### config.mk
export PLATFORM = sky130hd
export DESIGN_NAME = lidct_dp
export DESIGN_NICKNAME = d
export VERILOG_FILES = /design/src/hdl/lidct_pkg.sv /design/src/hdl/lidct_ram.sv /design/src/hdl/lidct_dp.sv
export SDC_FILE = /design/constraint.sdc
export NUM_CORES = 2
export LEC_CHECK = 0
export BUFFER_PORTS_ARGS = -buffer_cell sky130_fd_sc_hd__clkbuf_2
export CORE_MARGIN = 3
export CORE_UTILIZATION = 60
export CTS_CLUSTER_SIZE = 8
export DETAILED_ROUTE_END_ITERATION = 7
export GPL_ROUTABILITY_DRIVEN = 1
export PLACE_DENSITY = 0.76
export SYNTH_ARGS = -nofsm -noshare
export SYNTH_HDL_FRONTEND = slang
export SYNTH_SLANG_ARGS = --single-unit
### constraint.sdc
create_clock -name clk -period 14.2 [get_ports clk]
set_input_delay 0.71 -clock clk [delete_from_list [all_inputs] [get_ports clk]]
set_output_delay 0.71 -clock clk [all_outputs]
set_load 0.1 [all_outputs]
### src/hdl/lidct_pkg.sv
// lidct_pkg: types, constants and lifting microcode for the 8x8 lifting idct
// used by the controller, the datapath and the top level; depends on nothing
`timescale 1ns / 1ps

package lidct_pkg;

    localparam int FRAC_BITS = 12;
    localparam int ADDR_W    = 6;
    localparam int STEP_W    = 6;
    localparam int LAST_UOP  = 49;

    typedef enum logic [2:0] {
        ST_FILL,
        ST_RD,
        ST_MUL,
        ST_ADD,
        ST_WR,
        ST_ORD,
        ST_OLD,
        ST_OWAIT
    } state_t;

    typedef enum logic [1:0] {
        UK_NEG,
        UK_ADD,
        UK_SUB
    } uop_kind_t;

    typedef enum logic [2:0] {
        K_TAN1,
        K_TAN3,
        K_TAN4,
        K_TAN2,
        K_SIN1,
        K_SIN3,
        K_SIN2,
        K_SIN4
    } kconst_t;

    typedef enum logic [2:0] {
        RF_NONE,
        RF_LOAD,
        RF_NEG,
        RF_ADD,
        RF_SUB
    } rf_op_t;

    typedef struct packed {
        uop_kind_t   kind;
        logic [2:0]  dst;
        logic [2:0]  src;
        kconst_t     k;
    } uop_t;

    typedef struct packed {
        logic              ram_we;
        logic              ram_src_coef;
        logic [ADDR_W-1:0] ram_waddr;
        logic [ADDR_W-1:0] ram_raddr;
        logic              first;
        rf_op_t            rf_op;
        logic [2:0]        rf_ridx;
        logic [2:0]        rf_widx;
        kconst_t           k;
        logic              mul_en;
        logic              out_load;
        logic              out_zero;
        logic              out_last;
    } cmd_t;

    typedef struct packed {
        logic out_valid;
        logic out_ready;
    } sts_t;

    function automatic logic [FRAC_BITS-1:0] kval(kconst_t k);
        logic [FRAC_BITS-1:0] v;
        case (k)
            K_TAN1:  v = 12'd403;
            K_TAN3:  v = 12'd1243;
            K_TAN4:  v = 12'd1697;
            K_TAN2:  v = 12'd815;
            K_SIN1:  v = 12'd799;
            K_SIN3:  v = 12'd2276;
            K_SIN2:  v = 12'd1567;
            K_SIN4:  v = 12'd2896;
            default: v = 12'd0;
        endcase
        return v;
    endfunction

    function automatic uop_t mk(uop_kind_t kd, logic [2:0] d, logic [2:0] s, kconst_t k);
        uop_t u;
        u.kind = kd;
        u.dst  = d;
        u.src  = s;
        u.k    = k;
        return u;
    endfunction

    // one lifting step per entry: dst = dst -/+ round(src * k), or dst = -dst
    function automatic uop_t uop_at(logic [STEP_W-1:0] s);
        uop_t u;
        case (s)
            6'd0:    u = mk(UK_NEG, 3'd3, 3'd3, K_TAN4);
            6'd1:    u = mk(UK_NEG, 3'd4, 3'd4, K_TAN4);
            6'd2:    u = mk(UK_NEG, 3'd6, 3'd6, K_TAN4);
            6'd3:    u = mk(UK_SUB, 3'd5, 3'd3, K_TAN4);
            6'd4:    u = mk(UK_ADD, 3'd3, 3'd5, K_SIN4);
            6'd5:    u = mk(UK_SUB, 3'd5, 3'd3, K_TAN4);
            6'd6:    u = mk(UK_SUB, 3'd0, 3'd4, K_TAN4);
            6'd7:    u = mk(UK_SUB, 3'd2, 3'd6, K_TAN2);
            6'd8:    u = mk(UK_ADD, 3'd4, 3'd0, K_SIN4);
            6'd9:    u = mk(UK_ADD, 3'd6, 3'd2, K_SIN2);
            6'd10:   u = mk(UK_SUB, 3'd0, 3'd4, K_TAN4);
            6'd11:   u = mk(UK_SUB, 3'd2, 3'd6, K_TAN2);
            6'd12:   u = mk(UK_NEG, 3'd5, 3'd5, K_TAN4);
            6'd13:   u = mk(UK_SUB, 3'd1, 3'd5, K_TAN4);
            6'd14:   u = mk(UK_ADD, 3'd5, 3'd1, K_SIN4);
            6'd15:   u = mk(UK_SUB, 3'd1, 3'd5, K_TAN4);
            6'd16:   u = mk(UK_NEG, 3'd7, 3'd7, K_TAN4);
            6'd17:   u = mk(UK_SUB, 3'd3, 3'd7, K_TAN4);
            6'd18:   u = mk(UK_ADD, 3'd7, 3'd3, K_SIN4);
            6'd19:   u = mk(UK_SUB, 3'd3, 3'd7, K_TAN4);
            6'd20:   u = mk(UK_SUB, 3'd1, 3'd7, K_TAN1);
            6'd21:   u = mk(UK_SUB, 3'd5, 3'd3, K_TAN3);
            6'd22:   u = mk(UK_ADD, 3'd7, 3'd1, K_SIN1);
            6'd23:   u = mk(UK_ADD, 3'd3, 3'd5, K_SIN3);
            6'd24:   u = mk(UK_SUB, 3'd1, 3'd7, K_TAN1);
            6'd25:   u = mk(UK_SUB, 3'd5, 3'd3, K_TAN3);
            6'd26:   u = mk(UK_NEG, 3'd2, 3'd2, K_TAN4);
            6'd27:   u = mk(UK_SUB, 3'd0, 3'd2, K_TAN4);
            6'd28:   u = mk(UK_ADD, 3'd2, 3'd0, K_SIN4);
            6'd29:   u = mk(UK_SUB, 3'd0, 3'd2, K_TAN4);
            6'd30:   u = mk(UK_NEG, 3'd6, 3'd6, K_TAN4);
            6'd31:   u = mk(UK_SUB, 3'd4, 3'd6, K_TAN4);
            6'd32:   u = mk(UK_ADD, 3'd6, 3'd4, K_SIN4);
            6'd33:   u = mk(UK_SUB, 3'd4, 3'd6, K_TAN4);
            6'd34:   u = mk(UK_NEG, 3'd1, 3'd1, K_TAN4);
            6'd35:   u = mk(UK_SUB, 3'd0, 3'd1, K_TAN4);
            6'd36:   u = mk(UK_ADD, 3'd1, 3'd0, K_SIN4);
            6'd37:   u = mk(UK_SUB, 3'd0, 3'd1, K_TAN4);
            6'd38:   u = mk(UK_NEG, 3'd5, 3'd5, K_TAN4);
            6'd39:   u = mk(UK_SUB, 3'd4, 3'd5, K_TAN4);
            6'd40:   u = mk(UK_ADD, 3'd5, 3'd4, K_SIN4);
            6'd41:   u = mk(UK_SUB, 3'd4, 3'd5, K_TAN4);
            6'd42:   u = mk(UK_NEG, 3'd3, 3'd3, K_TAN4);
            6'd43:   u = mk(UK_SUB, 3'd6, 3'd3, K_TAN4);
            6'd44:   u = mk(UK_ADD, 3'd3, 3'd6, K_SIN4);
            6'd45:   u = mk(UK_SUB, 3'd6, 3'd3, K_TAN4);
            6'd46:   u = mk(UK_NEG, 3'd7, 3'd7, K_TAN4);
            6'd47:   u = mk(UK_SUB, 3'd2, 3'd7, K_TAN4);
            6'd48:   u = mk(UK_ADD, 3'd7, 3'd2, K_SIN4);
            6'd49:   u = mk(UK_SUB, 3'd2, 3'd7, K_TAN4);
            default: u = mk(UK_NEG, 3'd0, 3'd0, K_TAN4);
        endcase
        return u;
    endfunction

    // working register that holds output position o after the last step
    function automatic logic [2:0] wb_reg(logic [2:0] o);
        logic [2:0] r;
        case (o)
            3'd0:    r = 3'd0;
            3'd1:    r = 3'd4;
            3'd2:    r = 3'd6;
            3'd3:    r = 3'd2;
            3'd4:    r = 3'd7;
            3'd5:    r = 3'd3;
            3'd6:    r = 3'd5;
            default: r = 3'd1;
        endcase
        return r;
    endfunction

endpackage

### src/hdl/lidct_ram.sv
// lidct_ram: generic single-write, single-read ram with registered read data
// depends on nothing
`timescale 1ns / 1ps

module lidct_ram #(
    parameter int WIDTH = 48,
    parameter int DEPTH = 64
) (
    input  logic                     clk,
    input  logic                     we,
    input  logic [$clog2(DEPTH)-1:0] waddr,
    input  logic [WIDTH-1:0]         wdata,
    input  logic [$clog2(DEPTH)-1:0] raddr,
    output logic [WIDTH-1:0]         rdata
);

    logic [WIDTH-1:0] mem [DEPTH];
    logic [WIDTH-1:0] rdata_reg;

    always_ff @(posedge clk)
    begin
        if (we)
        begin
            mem[waddr] <= wdata;
        end
        rdata_reg <= mem[raddr];
    end

    assign rdata = rdata_reg;

endmodule

### src/hdl/lidct_dp.sv
// lidct_dp: dequantiser, block ram, working registers, shared lifting unit, output register
// depends on lidct_pkg and lidct_ram
`timescale 1ns / 1ps

module lidct_dp #(
    parameter int INNER_WIDTH = 48,
    parameter int PRESHIFT    = 0
) (
    input  logic                clk,
    input  logic                rst_n,
    input  lidct_pkg::cmd_t     cmd,
    output lidct_pkg::sts_t     sts,
    input  logic signed [15:0]  coefficient,
    input  logic        [15:0]  quant_step,
    input  logic signed [24:0]  dc_offset,
    output logic                out_valid,
    input  logic                out_ready,
    output logic signed [31:0]  sample,
    output logic                last
);

    logic signed [INNER_WIDTH-1:0] rf_reg [8];
    logic signed [INNER_WIDTH-1:0] prod_reg;
    logic signed [INNER_WIDTH-1:0] prod_next;
    logic signed [INNER_WIDTH-1:0] rd;
    logic signed [INNER_WIDTH-1:0] rnd;
    logic signed [INNER_WIDTH-1:0] mr_val;
    logic signed [32:0]            dq_prod;
    logic signed [27:0]            dc_sh;
    logic signed [INNER_WIDTH-1:0] dq;
    logic        [INNER_WIDTH-1:0] ram_wdata;
    logic        [INNER_WIDTH-1:0] ram_rdata;
    logic signed [31:0]            sample_reg;
    logic                          last_reg;
    logic                          valid_reg;
    logic                          valid_next;
    logic signed [lidct_pkg::FRAC_BITS:0] kop;

    // dequantise, level shift only on the first coefficient of a block
    assign dq_prod = coefficient * $signed({1'b0, quant_step});
    assign dc_sh   = {dc_offset, 3'b000};
    assign dq      = INNER_WIDTH'(dq_prod) + (cmd.first ? INNER_WIDTH'(dc_sh) : '0);

    assign rd        = rf_reg[cmd.rf_ridx];
    assign ram_wdata = cmd.ram_src_coef ? dq : rd;

    lidct_ram #(
        .WIDTH (INNER_WIDTH),
        .DEPTH (64)
    ) u_ram (
        .clk   (clk),
        .we    (cmd.ram_we),
        .waddr (cmd.ram_waddr),
        .wdata (ram_wdata),
        .raddr (cmd.ram_raddr),
        .rdata (ram_rdata)
    );

    // shear: product wraps, then round half up and arithmetic shift
    assign kop       = $signed({1'b0, lidct_pkg::kval(cmd.k)});
    assign prod_next = rd * kop;
    assign rnd       = prod_reg + INNER_WIDTH'(1 << (lidct_pkg::FRAC_BITS - 1));
    assign mr_val    = rnd >>> lidct_pkg::FRAC_BITS;

    always_ff @(posedge clk)
    begin
        if (cmd.mul_en)
        begin
            prod_reg <= prod_next;
        end
        case (cmd.rf_op)
            lidct_pkg::RF_LOAD: rf_reg[cmd.rf_widx] <= ram_rdata;
            lidct_pkg::RF_NEG:  rf_reg[cmd.rf_widx] <= -rd;
            lidct_pkg::RF_ADD:  rf_reg[cmd.rf_widx] <= rd + mr_val;
            lidct_pkg::RF_SUB:  rf_reg[cmd.rf_widx] <= rd - mr_val;
            default:            ;
        endcase
        if (cmd.out_load)
        begin
            sample_reg <= cmd.out_zero ? '0 : $signed(ram_rdata[31:0] << PRESHIFT);
            last_reg   <= cmd.out_last;
        end
    end

    always_comb
    begin
        valid_next = valid_reg;
        if (valid_reg && out_ready)
        begin
            valid_next = 1'b0;
        end
        if (cmd.out_load)
        begin
            valid_next = 1'b1;
        end
    end

    always_ff @(posedge clk or negedge rst_n)
    begin
        if (!rst_n)
        begin
            valid_reg <= 1'b0;
        end
        else
        begin
            valid_reg <= valid_next;
        end
    end

    assign out_valid     = valid_reg;
    assign sample        = sample_reg;
    assign last          = last_reg;
    assign sts.out_valid = valid_reg;
    assign sts.out_ready = out_ready;

endmodule

==> run metrics <==
number of synthesized flops with an enable pin=approximately 3.5k; Sequential Power Share=0.348; CP max stage delay=between 0.5 and 0.6 ns; sequential-to-total area share from yosys stat=0.638; syn_nets=between 10k and 15k; worst r2r path cells=25; worst min path class=input pin to flop; Vias/cell=7.17; Hold WS=about 0.33 ns; failing checks=design-rule violations, max-capacitance violations; overall routing resource usage=0.383; number of setup buffers added after CTS=0; Synth top area share=0.632; Max clock buf depth=4; core box area=277000 sq um; Clk Latency, worst-skew pair=slightly above 1 ns; crit path launch=coefficient[1]; Area growth, synth to finish=13.0%; Max Fclk=between 100 and 150 MHz; layout cells sized above 1=0.226; maximum VDD drop=around 0.7 mV; setup TNS=0 ns; largest net degree at the start of global routing=between 100 and 150; DR vias=between 90k and 100k; Max FO, Critical Path=34; kind of critical path=input pin to flop; max reg flops=around 3.1k; Clock Power Share=0.215; Die Span X=534 um; fin crit period=a little under 9 ns; clock skew=just over 0.07 ns; arrival time worst endpoint=about 9.4 ns; Synthesis Warnings=0; synth top area cells=edfxtp_1 (63%), mux4_2 (15%), fa_1 (7.1%), ha_1 (2.7%), inv_1 (1.7%); site row count=about 190; mapped cell area=between 150000 and 200000 sq um; DR DRC count=3; Post-Synthesis Cells=approximately 9.4k; Critical Path RT=14.92 ns; final worst-path cycle share=0.610; largest area contributor in the netlist=edfxtp_1; RD Place Congestion=between 0.9 and 1; ANT nets after route=0; drt initial violations=15.6k; Critical Path End Type=flop; Max-cap violations=1; CP max-delay cell=fa_1; commonest non-fill, non-tap cell in the layout=edfxtp_1; Rel. slew slack=0.00222; initial antenna violation count=34; Avg Cell Area, Syn=approximately 18 sq um; fill cell count=16.9k; pre-CTS setup slack=~4.6 ns; combinational fraction of design power=0.437; dominant synthesized flop cell=edfxtp_1; total gr overflow=0; Switch Pwr=~22000 uW; Slew Viols, Final=0; post-cts sizing count=0; most frequent cells in the layout=edfxtp_1 (3526), mux4_2 (1091), inv_1 (763); Internal Power=~33000 uW; sw frac=0.397; power density over cell area=286 nW/um^2; die area=around 290000 sq um; Post-synth ARST share=0.000280; Root Buffer=clkbuf_16; CP dominant cell by count=fa_1; Final setup viols=0; CTS tree=yes; clk slew on worst S/H paths=0.06 ns; library cells used by synthesis=slightly above 90; Hold Startpoint=cmd[2]; worst slew pin tran=approximately 1.5 ns; Worst R2R Setup Slack=6.24 ns; status=finished with violations; first-pass GRT wire length=between 700000 and 800000 um; via count of the first global-routing pass=roughly 100k; final wirelength=about 540000 um; IO Pins=127; unrepaired setup endpoints after global routing=false; worst hold path stage count=2; Worst Hold End=sample[6]$_SDFFCE_PP0P_; WL/cell=~39 um; Initial Utilization=0.604; CTS sink cnt=3575; FF+latch count, synth=3575; CTS buffer count=~520; Reg2Reg Launch Point=rf_reg[5][15]$_DFFE_PP_; H-tree depth=6; port bufs=126; P_leak=0.0656 uW; hold_buf cts=4; drt pass-1 iters=8; final hold vios=0; post-DP HPWL=~290000 um; crit path launch type=input pin; final worst setup slack=between 5 and 6 ns; Final #Nets=approximately 11k; Die Ht=534 um; reg-to-reg critical path endpoint=prod_reg[45]$_DFFE_PP_
## per-stage QoR
step	std cells	power, uW	cell area (sq um)	util
global route	13800	56600	189000	0.682
CTS	13800	53800	189000	0.682
floorplan	9447	33100	167000	-
detailed placement	13100	42000	174000	0.628
finish	13800	54200	189000	0.683
global placement	13100	41200	174000	0.628
## cell usage after synthesis (32+ instances only)
| library cell | n |
|---|---|
| a21o_1 | 65 |
| a21oi_1 | 241 |
| a221oi_1 | 32 |
| and2_1 | 203 |
| buf_1 | 75 |
| clkbuf_1 | 345 |
| dfxtp_1 | 48 |
| edfxtp_1 | 3526 |
| fa_1 | 594 |
| ha_1 | 355 |
| inv_1 | 763 |
| mux2i_1 | 33 |
| mux4_2 | 1091 |
| nand2_1 | 518 |
| nand3_1 | 52 |
| nor2_1 | 459 |
| nor2b_1 | 81 |
| nor3_1 | 65 |
| o21ai_0 | 126 |
| xnor2_1 | 146 |
| xor2_1 | 58 |
## critical path: cells and delay by family
| family | cells | cell delay, ns |
|---|---|---|
| fa+ha+maj | 8 | 3.72 |
| compound gates | 6 | 1.93 |
| simple gates | 9 | 1.56 |
| buf+inv | 6 | 1.18 |
| xor+xnor | 1 | 0.20 |
## power by group through the flow
stage | combinational [uW] | clock, uW | sequential (uW)
floorplan | 14200 | 0 | 18900
global placement | 22200 | 0 | 18900
detailed placement | 23000 | 0 | 19000
CTS | 23300 | 11700 | 18800
global route | 25600 | 12100 | 18900
finish | 23700 | 11600 | 18900
## cell type report
type	instances	area [sq um]	area share
Sequential cell	3575	107000	0.565
Clock inverter	53	1050	0.00555
Multi-Input combinational cell	4631	57000	0.301
Timing Repair Buffer	381	2820	0.0149
Tap cell	3705	4640	0.0245
Inverter	791	2970	0.0157
Clock buffer	678	13800	0.0732
Antenna cell	17	42.5	0.000225
## worst max path at each step
stage               cells after the start                           to
floorplan                              33   u_ram.mem[0][42]$_DFFE_PP_
detailed placement                     33  u_ram.mem[31][34]$_DFFE_PP_
global placement                       33  u_ram.mem[62][46]$_DFFE_PP_
global route                           33  u_ram.mem[47][32]$_DFFE_PP_
CTS                                    33  u_ram.mem[58][46]$_DFFE_PP_
finish                                 30  u_ram.mem[36][38]$_DFFE_PP_
## cells by family (layout without fill, tap and decap cells)
family,after synthesis,in the layout,synth area share
and+or+nand+nor,1541,1541,0.0430
adders and majority gates,949,949,0.0975
other,0,17,0
AOI/OAI and AO/OA,760,760,0.0295
buffers and inverters,1241,1903,0.0284
xor gates and xnor gates,204,204,0.0107
muxes,1177,1177,0.153
DFF,3575,3575,0.638
## per-layer routing
layer / global-route usage / vias to the layer above / share of wire
met5: 0 / - / 0.00024
met4: 0.237 / 20 / 0.079
met3: 0.0997 / 2222 / 0.13
met2: 0.600 / 8789 / 0.47
met1: 0.485 / 51000 / 0.32
li1: - / 37100 / -
No activity file was read; power rests on OpenSTA's default activity.
