$ cat src/hdl/lidct_pkg.sv
// lidct_pkg: types, constants and lifting microcode for the 8x8 lifting idct
// used by the controller, the datapath and the top level; depends on nothing
`timescale 1ns / 1ps

package lidct_pkg;

    localparam int FRAC_BITS = 12;
    localparam int ADDR_W    = 6;
    localparam int STEP_W    = 6;
    localparam int LAST_UOP  = 49;

    typedef enum logic [2:0] {
        ST_FILL,
        ST_RD,
        ST_MUL,
        ST_ADD,
        ST_WR,
        ST_ORD,
        ST_OLD,
        ST_OWAIT
    } state_t;

    typedef enum logic [1:0] {
        UK_NEG,
        UK_ADD,
        UK_SUB
    } uop_kind_t;

    typedef enum logic [2:0] {
        K_TAN1,
        K_TAN3,
        K_TAN4,
        K_TAN2,
        K_SIN1,
        K_SIN3,
        K_SIN2,
        K_SIN4
    } kconst_t;

    typedef enum logic [2:0] {
        RF_NONE,
        RF_LOAD,
        RF_NEG,
        RF_ADD,
        RF_SUB
    } rf_op_t;

    typedef struct packed {
        uop_kind_t   kind;
        logic [2:0]  dst;
        logic [2:0]  src;
        kconst_t     k;
    } uop_t;

    typedef struct packed {
        logic              ram_we;
        logic              ram_src_coef;
        logic [ADDR_W-1:0] ram_waddr;
        logic [ADDR_W-1:0] ram_raddr;
        logic              first;
        rf_op_t            rf_op;
        logic [2:0]        rf_ridx;
        logic [2:0]        rf_widx;
        kconst_t           k;
        logic              mul_en;
        logic              out_load;
        logic              out_zero;
        logic              out_last;
    } cmd_t;

    typedef struct packed {
        logic out_valid;
        logic out_ready;
    } sts_t;

    function automatic logic [FRAC_BITS-1:0] kval(kconst_t k);
        logic [FRAC_BITS-1:0] v;
        case (k)
            K_TAN1:  v = 12'd403;
            K_TAN3:  v = 12'd1243;
            K_TAN4:  v = 12'd1697;
            K_TAN2:  v = 12'd815;
            K_SIN1:  v = 12'd799;
            K_SIN3:  v = 12'd2276;
            K_SIN2:  v = 12'd1567;
            K_SIN4:  v = 12'd2896;
            default: v = 12'd0;
        endcase
        return v;
    endfunction

    function automatic uop_t mk(uop_kind_t kd, logic [2:0] d, logic [2:0] s, kconst_t k);
        uop_t u;
        u.kind = kd;
        u.dst  = d;
        u.src  = s;
        u.k    = k;
        return u;
    endfunction

    // one lifting step per entry: dst = dst -/+ round(src * k), or dst = -dst
    function automatic uop_t uop_at(logic [STEP_W-1:0] s);
        uop_t u;
        case (s)
            6'd0:    u = mk(UK_NEG, 3'd3, 3'd3, K_TAN4);
            6'd1:    u = mk(UK_NEG, 3'd4, 3'd4, K_TAN4);
            6'd2:    u = mk(UK_NEG, 3'd6, 3'd6, K_TAN4);
            6'd3:    u = mk(UK_SUB, 3'd5, 3'd3, K_TAN4);
            6'd4:    u = mk(UK_ADD, 3'd3, 3'd5, K_SIN4);
            6'd5:    u = mk(UK_SUB, 3'd5, 3'd3, K_TAN4);
            6'd6:    u = mk(UK_SUB, 3'd0, 3'd4, K_TAN4);
            6'd7:    u = mk(UK_SUB, 3'd2, 3'd6, K_TAN2);
            6'd8:    u = mk(UK_ADD, 3'd4, 3'd0, K_SIN4);
            6'd9:    u = mk(UK_ADD, 3'd6, 3'd2, K_SIN2);
            6'd10:   u = mk(UK_SUB, 3'd0, 3'd4, K_TAN4);
            6'd11:   u = mk(UK_SUB, 3'd2, 3'd6, K_TAN2);
            6'd12:   u = mk(UK_NEG, 3'd5, 3'd5, K_TAN4);
            6'd13:   u = mk(UK_SUB, 3'd1, 3'd5, K_TAN4);
            6'd14:   u = mk(UK_ADD, 3'd5, 3'd1, K_SIN4);
            6'd15:   u = mk(UK_SUB, 3'd1, 3'd5, K_TAN4);
            6'd16:   u = mk(UK_NEG, 3'd7, 3'd7, K_TAN4);
            6'd17:   u = mk(UK_SUB, 3'd3, 3'd7, K_TAN4);
            6'd18:   u = mk(UK_ADD, 3'd7, 3'd3, K_SIN4);
            6'd19:   u = mk(UK_SUB, 3'd3, 3'd7, K_TAN4);
            6'd20:   u = mk(UK_SUB, 3'd1, 3'd7, K_TAN1);
            6'd21:   u = mk(UK_SUB, 3'd5, 3'd3, K_TAN3);
            6'd22:   u = mk(UK_ADD, 3'd7, 3'd1, K_SIN1);
            6'd23:   u = mk(UK_ADD, 3'd3, 3'd5, K_SIN3);
            6'd24:   u = mk(UK_SUB, 3'd1, 3'd7, K_TAN1);
            6'd25:   u = mk(UK_SUB, 3'd5, 3'd3, K_TAN3);
            6'd26:   u = mk(UK_NEG, 3'd2, 3'd2, K_TAN4);
            6'd27:   u = mk(UK_SUB, 3'd0, 3'd2, K_TAN4);
            6'd28:   u = mk(UK_ADD, 3'd2, 3'd0, K_SIN4);
            6'd29:   u = mk(UK_SUB, 3'd0, 3'd2, K_TAN4);
            6'd30:   u = mk(UK_NEG, 3'd6, 3'd6, K_TAN4);
            6'd31:   u = mk(UK_SUB, 3'd4, 3'd6, K_TAN4);
            6'd32:   u = mk(UK_ADD, 3'd6, 3'd4, K_SIN4);
            6'd33:   u = mk(UK_SUB, 3'd4, 3'd6, K_TAN4);
            6'd34:   u = mk(UK_NEG, 3'd1, 3'd1, K_TAN4);
            6'd35:   u = mk(UK_SUB, 3'd0, 3'd1, K_TAN4);
            6'd36:   u = mk(UK_ADD, 3'd1, 3'd0, K_SIN4);
            6'd37:   u = mk(UK_SUB, 3'd0, 3'd1, K_TAN4);
            6'd38:   u = mk(UK_NEG, 3'd5, 3'd5, K_TAN4);
            6'd39:   u = mk(UK_SUB, 3'd4, 3'd5, K_TAN4);
            6'd40:   u = mk(UK_ADD, 3'd5, 3'd4, K_SIN4);
            6'd41:   u = mk(UK_SUB, 3'd4, 3'd5, K_TAN4);
            6'd42:   u = mk(UK_NEG, 3'd3, 3'd3, K_TAN4);
            6'd43:   u = mk(UK_SUB, 3'd6, 3'd3, K_TAN4);
            6'd44:   u = mk(UK_ADD, 3'd3, 3'd6, K_SIN4);
            6'd45:   u = mk(UK_SUB, 3'd6, 3'd3, K_TAN4);
            6'd46:   u = mk(UK_NEG, 3'd7, 3'd7, K_TAN4);
            6'd47:   u = mk(UK_SUB, 3'd2, 3'd7, K_TAN4);
            6'd48:   u = mk(UK_ADD, 3'd7, 3'd2, K_SIN4);
            6'd49:   u = mk(UK_SUB, 3'd2, 3'd7, K_TAN4);
            default: u = mk(UK_NEG, 3'd0, 3'd0, K_TAN4);
        endcase
        return u;
    endfunction

    // working register that holds output position o after the last step
    function automatic logic [2:0] wb_reg(logic [2:0] o);
        logic [2:0] r;
        case (o)
            3'd0:    r = 3'd0;
            3'd1:    r = 3'd4;
            3'd2:    r = 3'd6;
            3'd3:    r = 3'd2;
            3'd4:    r = 3'd7;
            3'd5:    r = 3'd3;
            3'd6:    r = 3'd5;
            default: r = 3'd1;
        endcase
        return r;
    endfunction

endpackage

$ cat src/hdl/lidct_ctrl.sv
// lidct_ctrl: sequencer for block fill, row and column lifting passes and sample readout
// depends on lidct_pkg
`timescale 1ns / 1ps

module lidct_ctrl (
    input  logic            clk,
    input  logic            rst_n,
    input  logic            in_valid,
    input  logic            in_op,
    output logic            in_ready,
    output lidct_pkg::cmd_t cmd,
    input  lidct_pkg::sts_t sts
);

    lidct_pkg::state_t state_reg, state_next;
    logic [5:0]  fill_reg, fill_next;
    logic [5:0]  ocnt_reg, ocnt_next;
    logic [2:0]  line_reg, line_next;
    logic        pass_reg, pass_next;
    logic [3:0]  cnt_reg, cnt_next;
    logic [lidct_pkg::STEP_W-1:0] step_reg, step_next;
    logic        zero_reg, zero_next;
    lidct_pkg::uop_t u;

    assign u = lidct_pkg::uop_at(step_reg);

    always_ff @(posedge clk or negedge rst_n)
    begin
        if (!rst_n)
        begin
            state_reg <= lidct_pkg::ST_FILL;
            fill_reg  <= '0;
            ocnt_reg  <= '0;
            line_reg  <= '0;
            pass_reg  <= 1'b0;
            cnt_reg   <= '0;
            step_reg  <= '0;
            zero_reg  <= 1'b0;
        end
        else
        begin
            state_reg <= state_next;
            fill_reg  <= fill_next;
            ocnt_reg  <= ocnt_next;
            line_reg  <= line_next;
            pass_reg  <= pass_next;
            cnt_reg   <= cnt_next;
            step_reg  <= step_next;
            zero_reg  <= zero_next;
        end
    end

    always_comb
    begin
        state_next = state_reg;
        fill_next  = fill_reg;
        ocnt_next  = ocnt_reg;
        line_next  = line_reg;
        pass_next  = pass_reg;
        cnt_next   = cnt_reg;
        step_next  = step_reg;
        zero_next  = zero_reg;
        in_ready   = 1'b0;
        cmd        = '0;

        case (state_reg)
            lidct_pkg::ST_FILL:
            begin
                in_ready = 1'b1;
                if (in_valid)
                begin
                    if (in_op)
                    begin
                        // empty block drops any partial fill
                        fill_next  = '0;
                        ocnt_next  = '0;
                        zero_next  = 1'b1;
                        state_next = lidct_pkg::ST_ORD;
                    end
                    else
                    begin
                        cmd.ram_we       = 1'b1;
                        cmd.ram_src_coef = 1'b1;
                        cmd.ram_waddr    = fill_reg;
                        cmd.first        = (fill_reg == '0);
                        fill_next        = fill_reg + 6'd1;
                        if (fill_reg == 6'd63)
                        begin
                            pass_next  = 1'b0;
                            line_next  = '0;
                            cnt_next   = '0;
                            zero_next  = 1'b0;
                            state_next = lidct_pkg::ST_RD;
                        end
                    end
                end
            end

            lidct_pkg::ST_RD:
            begin
                // read data comes from the ram's registered output, so each load trails its address
                cmd.ram_raddr = pass_reg ? {cnt_reg[2:0], line_reg} : {line_reg, cnt_reg[2:0]};
                if (cnt_reg != 4'd0)
                begin
                    cmd.rf_op   = lidct_pkg::RF_LOAD;
                    cmd.rf_widx = 3'(cnt_reg - 4'd1);
                end
                if (cnt_reg == 4'd8)
                begin
                    step_next  = '0;
                    state_next = lidct_pkg::ST_MUL;
                end
                else
                begin
                    cnt_next = cnt_reg + 4'd1;
                end
            end

            lidct_pkg::ST_MUL:
            begin
                if (u.kind == lidct_pkg::UK_NEG)
                begin
                    cmd.rf_op   = lidct_pkg::RF_NEG;
                    cmd.rf_ridx = u.dst;
                    cmd.rf_widx = u.dst;
                    if (step_reg == lidct_pkg::STEP_W'(lidct_pkg::LAST_UOP))
                    begin
                        cnt_next   = '0;
                        state_next = lidct_pkg::ST_WR;
                    end
                    else
                    begin
                        step_next = step_reg + 1'b1;
                    end
                end
                else
                begin
                    cmd.rf_ridx = u.src;
                    cmd.k       = u.k;
                    cmd.mul_en  = 1'b1;
                    state_next  = lidct_pkg::ST_ADD;
                end
            end

            lidct_pkg::ST_ADD:
            begin
                cmd.rf_op   = (u.kind == lidct_pkg::UK_ADD) ? lidct_pkg::RF_ADD
                                                            : lidct_pkg::RF_SUB;
                cmd.rf_ridx = u.dst;
                cmd.rf_widx = u.dst;
                if (step_reg == lidct_pkg::STEP_W'(lidct_pkg::LAST_UOP))
                begin
                    cnt_next   = '0;
                    state_next = lidct_pkg::ST_WR;
                end
                else
                begin
                    step_next  = step_reg + 1'b1;
                    state_next = lidct_pkg::ST_MUL;
                end
            end

            lidct_pkg::ST_WR:
            begin
                cmd.rf_ridx   = lidct_pkg::wb_reg(cnt_reg[2:0]);
                cmd.ram_we    = 1'b1;
                cmd.ram_waddr = pass_reg ? {cnt_reg[2:0], line_reg} : {line_reg, cnt_reg[2:0]};
                if (cnt_reg == 4'd7)
                begin
                    cnt_next = '0;
                    if (line_reg == 3'd7)
                    begin
                        line_next = '0;
                        if (!pass_reg)
                        begin
                            pass_next  = 1'b1;
                            state_next = lidct_pkg::ST_RD;
                        end
                        else
                        begin
                            ocnt_next  = '0;
                            state_next = lidct_pkg::ST_ORD;
                        end
                    end
                    else
                    begin
                        line_next  = line_reg + 3'd1;
                        state_next = lidct_pkg::ST_RD;
                    end
                end
                else
                begin
                    cnt_next = cnt_reg + 4'd1;
                end
            end

            lidct_pkg::ST_ORD:
            begin
                cmd.ram_raddr = ocnt_reg;
                state_next    = lidct_pkg::ST_OLD;
            end

            lidct_pkg::ST_OLD:
            begin
                cmd.out_load = 1'b1;
                cmd.out_zero = zero_reg;
                cmd.out_last = (ocnt_reg == 6'd63);
                state_next   = lidct_pkg::ST_OWAIT;
            end

            lidct_pkg::ST_OWAIT:
            begin
                if (sts.out_valid && sts.out_ready)
                begin
                    if (ocnt_reg == 6'd63)
                    begin
                        state_next = lidct_pkg::ST_FILL;
                    end
                    else
                    begin
                        ocnt_next  = ocnt_reg + 6'd1;
                        state_next = lidct_pkg::ST_ORD;
                    end
                end
            end

            default:
            begin
                state_next = lidct_pkg::ST_FILL;
            end
        endcase
    end

`ifndef ASSERT_OFF
    a_no_out_in_fill: assert property (@(posedge clk) disable iff (!rst_n)
        state_reg == lidct_pkg::ST_FILL |-> !sts.out_valid)
        else $error("sample pending while filling");
    a_add_after_mul: assert property (@(posedge clk) disable iff (!rst_n)
        state_reg == lidct_pkg::ST_ADD |-> $past(state_reg) == lidct_pkg::ST_MUL)
        else $error("lifting add without product");
    a_beat_in_wait: assert property (@(posedge clk) disable iff (!rst_n)
        sts.out_valid && sts.out_ready |-> state_reg == lidct_pkg::ST_OWAIT)
        else $error("output beat outside readout");
    a_rd_count: assert property (@(posedge clk) disable iff (!rst_n)
        state_reg == lidct_pkg::ST_RD |-> cnt_reg <= 4'd8)
        else $error("line read count overrun");
`endif

endmodule

$ cat config.mk
export PLATFORM = sky130hd
export DESIGN_NAME = lidct_ctrl
export DESIGN_NICKNAME = d
export VERILOG_FILES = /design/src/hdl/lidct_pkg.sv /design/src/hdl/lidct_ctrl.sv
export SDC_FILE = /design/constraint.sdc
export NUM_CORES = 1
export LEC_CHECK = 0
export BUFFER_PORTS_ARGS = -buffer_cell sky130_fd_sc_hd__buf_2
export CORE_MARGIN = 3
export CORE_UTILIZATION = 53
export CTS_BUF_LIST = sky130_fd_sc_hd__clkbuf_8
export DETAILED_ROUTE_END_ITERATION = 16
export GPL_TIMING_DRIVEN = 0
export PLACE_DENSITY = 0.82
export SYNTH_ARGS = -nofsm -noshare
export SYNTH_HDL_FRONTEND = slang
export SYNTH_SLANG_ARGS = --single-unit
$ cat constraint.sdc
create_clock -name clk -period 3.5 [get_ports clk]
set_input_delay 0.35 -clock clk [delete_from_list [all_inputs] [get_ports clk]]
set_output_delay 0.35 -clock clk [all_outputs]
set_load 0.02 [all_outputs]
==> impl_metrics.yaml, run 1 <==
critical_path:
  startpoint_type: "flip-flop"
  r2r-end: "step_reg[5]"
  rrSetupSlack_ns: 0.69
  cp_max_fo: 12
  timing.rr.start: "step_reg[1]"
  cp.required_ns: 3.15
  endpoint_kind: "output pin"
  crit_arrival_ns: 3.05
  r2r_cells: 9
  critPathKind: "reg2out"
clock_network:
  root_buffer: "clkbuf_8"
  cts_tree: "yes"
  holdBufCountCts: 0
  htreeDepth: 2
  cts_buffer_depth: 2
  clk_pin_slew_worst_paths_ns: 0.07
  clkLatencyLatePin_ns: 0.29
  cts_made_buffers: 5
  clkSinkCount: 30
floorplanning:
  fp.dieH_microns: 82.9
  pin_count: 38
  num_rows: 27
  design.core.area_sq_um: 5610
  floorplan.initialDensity_pct: 55.9
  design.die.area_sq_um: 6880
  fp.dieW_microns: 82.9
yosys:
  ys_seq_area_share_pct: 23.9
  synth.net_count: 441
  synth_edf_count: 0
  synth_top_area_cell: "dfrtp_1"
  yosys-top-cells-area: "dfrtp_1, ha_1, o21ai_0, nand2_1, mux2i_1"
  yosys_warnings: 0
  synth-seq-cells: 30
  syn_inst: 413
  ys.flop_type: "dfrtp_1"
  yosysMostFrequentCell: "nand2_1"
  synth_common_cells: "nand2_1, o21ai_0, nor2_1"
  yosysUniqueCellTypes: 64
  synth_area_per_cell_sq_um: 7.60
  synth_top_cell_area_share_pct: 23.9
  syn-cell-area_sq_um: 3140
  synthArstFlopShare_pct: 100
grt:
  busiest_layer: "met2"
  use_met3_pct: 3.97
  grt_util_met2_pct: 42.1
  use_met1_pct: 36.0
  grt_pass1_wl_microns: 15200
  grt_max_degree: 31
  grt_pass1_vias: 3167
  track_usage_pct: 26.4
  antenna_found_initial: 0
  overflow: 0
placement:
  dpl.cell_count: 522
  port_buffers: 37
  place_congestion: 0.962
  dp_hpwl_microns: 6880
timing:
  fmax_ghz: 0.294
  fin_tns_setup_ns: 0
  slew_headroom_pct: 53.4
  slew_violations: 0
  tightest_slew_ns: 0.699
  rsz0062_at_grt: "false"
  min_period_ns: 3.40
  timing.final.hold_violations: 0
  clock_skew_ns: 0.00397
  setup_viol: 0
  finalCritPeriodShare_pct: 97.1
route:
  vias_per_cell: 6.45
  drc: 0
  ant_nets: 0
  drt_first_iter_violations: 277
  num_vias: 3449
  post_drt_wl_per_cell_microns: 17.3
  dr.pass1.iters: 5
  drt_wl_total_microns: 9260
power:
  power.density_nw_per_um2: 976
  comb_power_share_pct: 74.5
  peakVddDrop_mv: 0.725
  p_int_w: 0.00162
  p_sw_share_pct: 53.6
  p_seq_share_pct: 15.5
  power_frac_clock_pct: 10.0
  power_leakage_nw: 1.57
  switching_power_w: 0.00187
final_layout:
  fin_cells: 535
  diodes: 0
  area_growth_pct: 14.2
  drive_gt1_share_pct: 18.1
  final_nets: 490
flow_run:
  maxCapViolCount: 0
worst_hold_path:
  hold_class: "in2async"
status:
  outcome: "finished, final reports clean"
==> area by class of cell <==
cell class	instances	area, sq um
well taps	72	90.1
clock inverters	3	40.0
plain buffers	28	156
inverters	20	75.1
fillers	509	2030
multi-input cells	335	2180
clock buffers	5	68.8
repair buffers	42	223
flip-flops and latches	30	751
==> placed cells by master, fill, tap and decap left out, types with 8 or more instances in the layout <==
cell      synthesis  layout
ha_1             22      20
nand2b_1         12      12
nor3_1           15      15
buf_4             5      10
o21ai_0          44      44
nand3_1          19      19
inv_1            19      19
o31ai_1           8       8
buf_2             3      39
nand2_1          49      49
mux2i_1          16      16
dfrtp_1          30      30
nor2_1           32      32
a21oi_1          24      24
clkbuf_1         17      17
==> worst max-delay path, cell delays in order (launching register included) <==
cell	delay (ns)
dfrtp_1	0.62
inv_1	0.28
ha_1	0.29
and4bb_1	0.26
o21ai_1	0.18
o311a_4	0.25
a31oi_1	0.16
a2111oi_2	0.36
o21bai_1	0.16
buf_2	0.18
==> power groups by stage <==
stage / clock [W] / combinational, W / sequential (W)
4_1_cts: 0.000351 / 0.00247 / 0.000535
6_report: 0.000349 / 0.00260 / 0.000543
3_3_place_gp: 0 / 0.00240 / 0.000538
5_1_grt: 0.000370 / 0.00281 / 0.000554
2_1_floorplan: 0 / 0.00185 / 0.000503
3_5_place_dp: 0 / 0.00243 / 0.000541
==> worst max-delay path by stage <==
stage,from,endpoint,cells after the start
floorplan,step_reg[0],cmd[7],9
global placement,step_reg[0],cmd[7],10
detailed placement,step_reg[0],cmd[7],10
CTS,step_reg[0],cmd[7],10
global route,step_reg[1],cmd[7],9
finish,step_reg[1],cmd[7],9
==> logic make-up (layout without fill, tap and decap cells) <==
| group | after synthesis | after routing | share of synthesized area (%) |
|---|---|---|---|
| XOR/XNOR | 2 | 2 | 0.559 |
| adder cells (fa/ha/maj) | 22 | 22 | 8.78 |
| AO/OA/AOI/OAI | 130 | 130 | 27.7 |
| multiplexers | 19 | 19 | 6.54 |
| flip-flops | 30 | 30 | 23.9 |
| AND/OR/NAND/NOR | 162 | 162 | 25.2 |
| buffers and inverters | 48 | 98 | 7.30 |
==> metrics by stage <==
step                      power [W]  util, %  setup WS, ns  hold slack, ns  instance area [sq um]
after floorplan             0.00235        -         0.819          0.0544                   3140
after global placement      0.00294     60.8         0.325           0.423                   3410
after detailed placement    0.00297     60.8         0.264           0.430                   3410
after CTS                   0.00335     63.0        0.0171           0.123                   3530
after global routing        0.00374     63.9       0.00112           0.156                   3580
final                       0.00349     63.9         0.103           0.104                   3580
==> layer usage <==
| metal | vias to the layer above | wire (microns) |
|---|---|---|
| li1 | 1599 | - |
| met1 | 1614 | 3890 |
| met2 | 210 | 4210 |
| met3 | 26 | 935 |
| met4 | 0 | 220 |
| met5 | - | 0 |
==> repair_timing <==
action	in CTS	in global routing
resized for setup	3	3
pin swaps	0	2
cloned	0	0
endpoints found under the setup margin	3	8
setup buffers	0	5
No activity file was read; power rests on OpenSTA's default activity.
==> inputs of run 2 (changes only) <==
==> constraint.sdc (replaced) <==
create_clock -name clk -period 4.1 [get_ports clk]
set_input_delay 0.41 -clock clk [delete_from_list [all_inputs] [get_ports clk]]
set_output_delay 0.41 -clock clk [all_outputs]
set_load 0.02 [all_outputs]
==> run 2 against run 1 <==
Effect of this change: flip-flop and latch count stayed put; combinational power fell by 18%; wire length shrank 1.4%; design area decreased by 1.7%; core utilization is 1.1 points lower; non-clock buffer count shrank 5; worst setup slack gained 0.31 ns; critical path depth is 1 higher; largest power group unchanged; highest routed layer unchanged.
==> impl_metrics.yaml, run 2 (synthesis gave the netlist of run 1 again) <==
status:
  outcome: "finished, final reports clean"
final_layout:
  final_cell_mix: "nand2_1, o21ai_0, buf_2"
  area_growth_pct: 12.2
  drive_gt1_share_pct: 16.2
  final_common_cell: "nand2_1"
  final_nets: 485
  final_core_util_pct: 62.8
  diodes: 0
timing:
  tightest_slew_ns: 0.693
  timing.final.hold_violations: 0
  finalCritPeriodShare_pct: 89.8
  slew_headroom_pct: 53.8
  slew_violations: 0
  fin_tns_setup_ns: 0
  fmax_ghz: 0.271
  min_period_ns: 3.68
  clock_skew_ns: 0.00350
  setup_viol: 0
  rsz0062_at_grt: "false"
route:
  vias_per_cell: 6.36
  dr.pass1.iters: 7
  num_vias: 3372
  drt_wl_total_microns: 9130
  drt_first_iter_violations: 308
  drc: 0
  post_drt_wl_per_cell_microns: 17.2
  ant_nets: 0
critical_path:
  crit_arrival_ns: 3.27
  rrSetupSlack_ns: 1.17
  endpoint_kind: "output pin"
  path_cells: "buf_2 > inv_1 > ha_1 > and2_1 > o21a_1 > o211ai_4 > a31oi_1 > a2111oi_1 > o21bai_1 > buf_2"
  critPathKind: "reg2out"
  startpoint_type: "flip-flop"
  cpPeakStageDelay_ns: 0.48
  cp_common_cell: "buf_2"
  crit_family: "compound AO/OA/AOI/OAI gates"
  crit_buf_inv: 3
  cp_max_fo: 10
  critPathSlowestCell: "a2111oi_1"
  cp.required_ns: 3.69
placement:
  place_congestion: 0.962
  port_buffers: 37
  dp_hpwl_microns: 6880
floorplanning:
  design.die.area_sq_um: 6880
  design.core.area_sq_um: 5610
  floorplan.initialDensity_pct: 55.9
  num_rows: 27
  fp.dieW_microns: 82.9
  pin_count: 38
  fp.dieH_microns: 82.9
grt:
  grt_util_met2_pct: 42.1
  grt_pass1_vias: 3177
  use_met3_pct: 4.07
  use_met1_pct: 35.9
  grt_pass1_wl_microns: 15200
  grt_max_degree: 31
  overflow: 0
  antenna_found_initial: 0
  track_usage_pct: 26.5
  busiest_layer: "met2"
power:
  power_leakage_nw: 1.55
  peakVddDrop_mv: 0.585
  power.density_nw_per_um2: 819
clock_network:
  postCtsSetupBuffers: 0
  cts_made_buffers: 5
  ctsResizeCount: 0
  holdBufCountCts: 0
  clkSinkCount: 30
  clk_pin_slew_worst_paths_ns: 0.07
  cts_tree: "yes"
  htreeDepth: 2
  cts_buffer_depth: 2
  clkLatencyLatePin_ns: 0.29
  root_buffer: "clkbuf_8"
worst_hold_path:
  hold_class: "in2async"
flow_run:
  maxCapViolCount: 0
-- run 2: final timing paths --
kind | from | end | cells past startpoint
setup / recovery | step_reg[0] | cmd[7] | 10
setup reg to reg | step_reg[0] | step_reg[1] | 10
max in group asynchronous | rst_n | step_reg[1] | 1
hold reg to reg | ocnt_reg[5] | ocnt_reg[5] | 1
min in group clk | in_op | fill_reg[5] | 2
hold / removal | rst_n | line_reg[0] | 1
-- run 2: area by class of cell --
class	count	area, sq um
Tap cell	72	90.1
Clock buffer	5	68.8
Fill cell	512	2090
Buffer	28	154
Timing Repair Buffer	37	185
Clock inverter	3	40.0
Sequential cell	30	751
Inverter	20	75.1
Multi-Input combinational cell	335	2160
-- run 2: through the flow --
stage / std cells / power, W / setup WS, ns / hold slack, ns / area (sq um)
5_1_grt: 530 / 0.00309 / 0.263 / 0.216 / 3520
6_report: 530 / 0.00288 / 0.416 / 0.165 / 3520
2_1_floorplan: 413 / 0.00201 / 1.36 / 0.114 / 3140
3_3_place_gp: 522 / 0.00251 / 0.865 / 0.483 / 3410
4_1_cts: 530 / 0.00284 / 0.485 / 0.183 / 3520
3_5_place_dp: 522 / 0.00253 / 0.804 / 0.490 / 3410
-- run 2: layer usage --
layer,part of all wire [%],vias up
li1,-,1588
met4,2.7,0
met3,7.5,25
met5,0,-
met2,46,164
met1,44,1595
-- run 2: power breakdown --
part | internal [W] | leakage, nW | switching (W)
logic | 0.000778 | 1.10 | 0.00135
registers | 0.000366 | 0.386 | 0.0000941
clock network | 0.000179 | 0.0579 | 0.000118
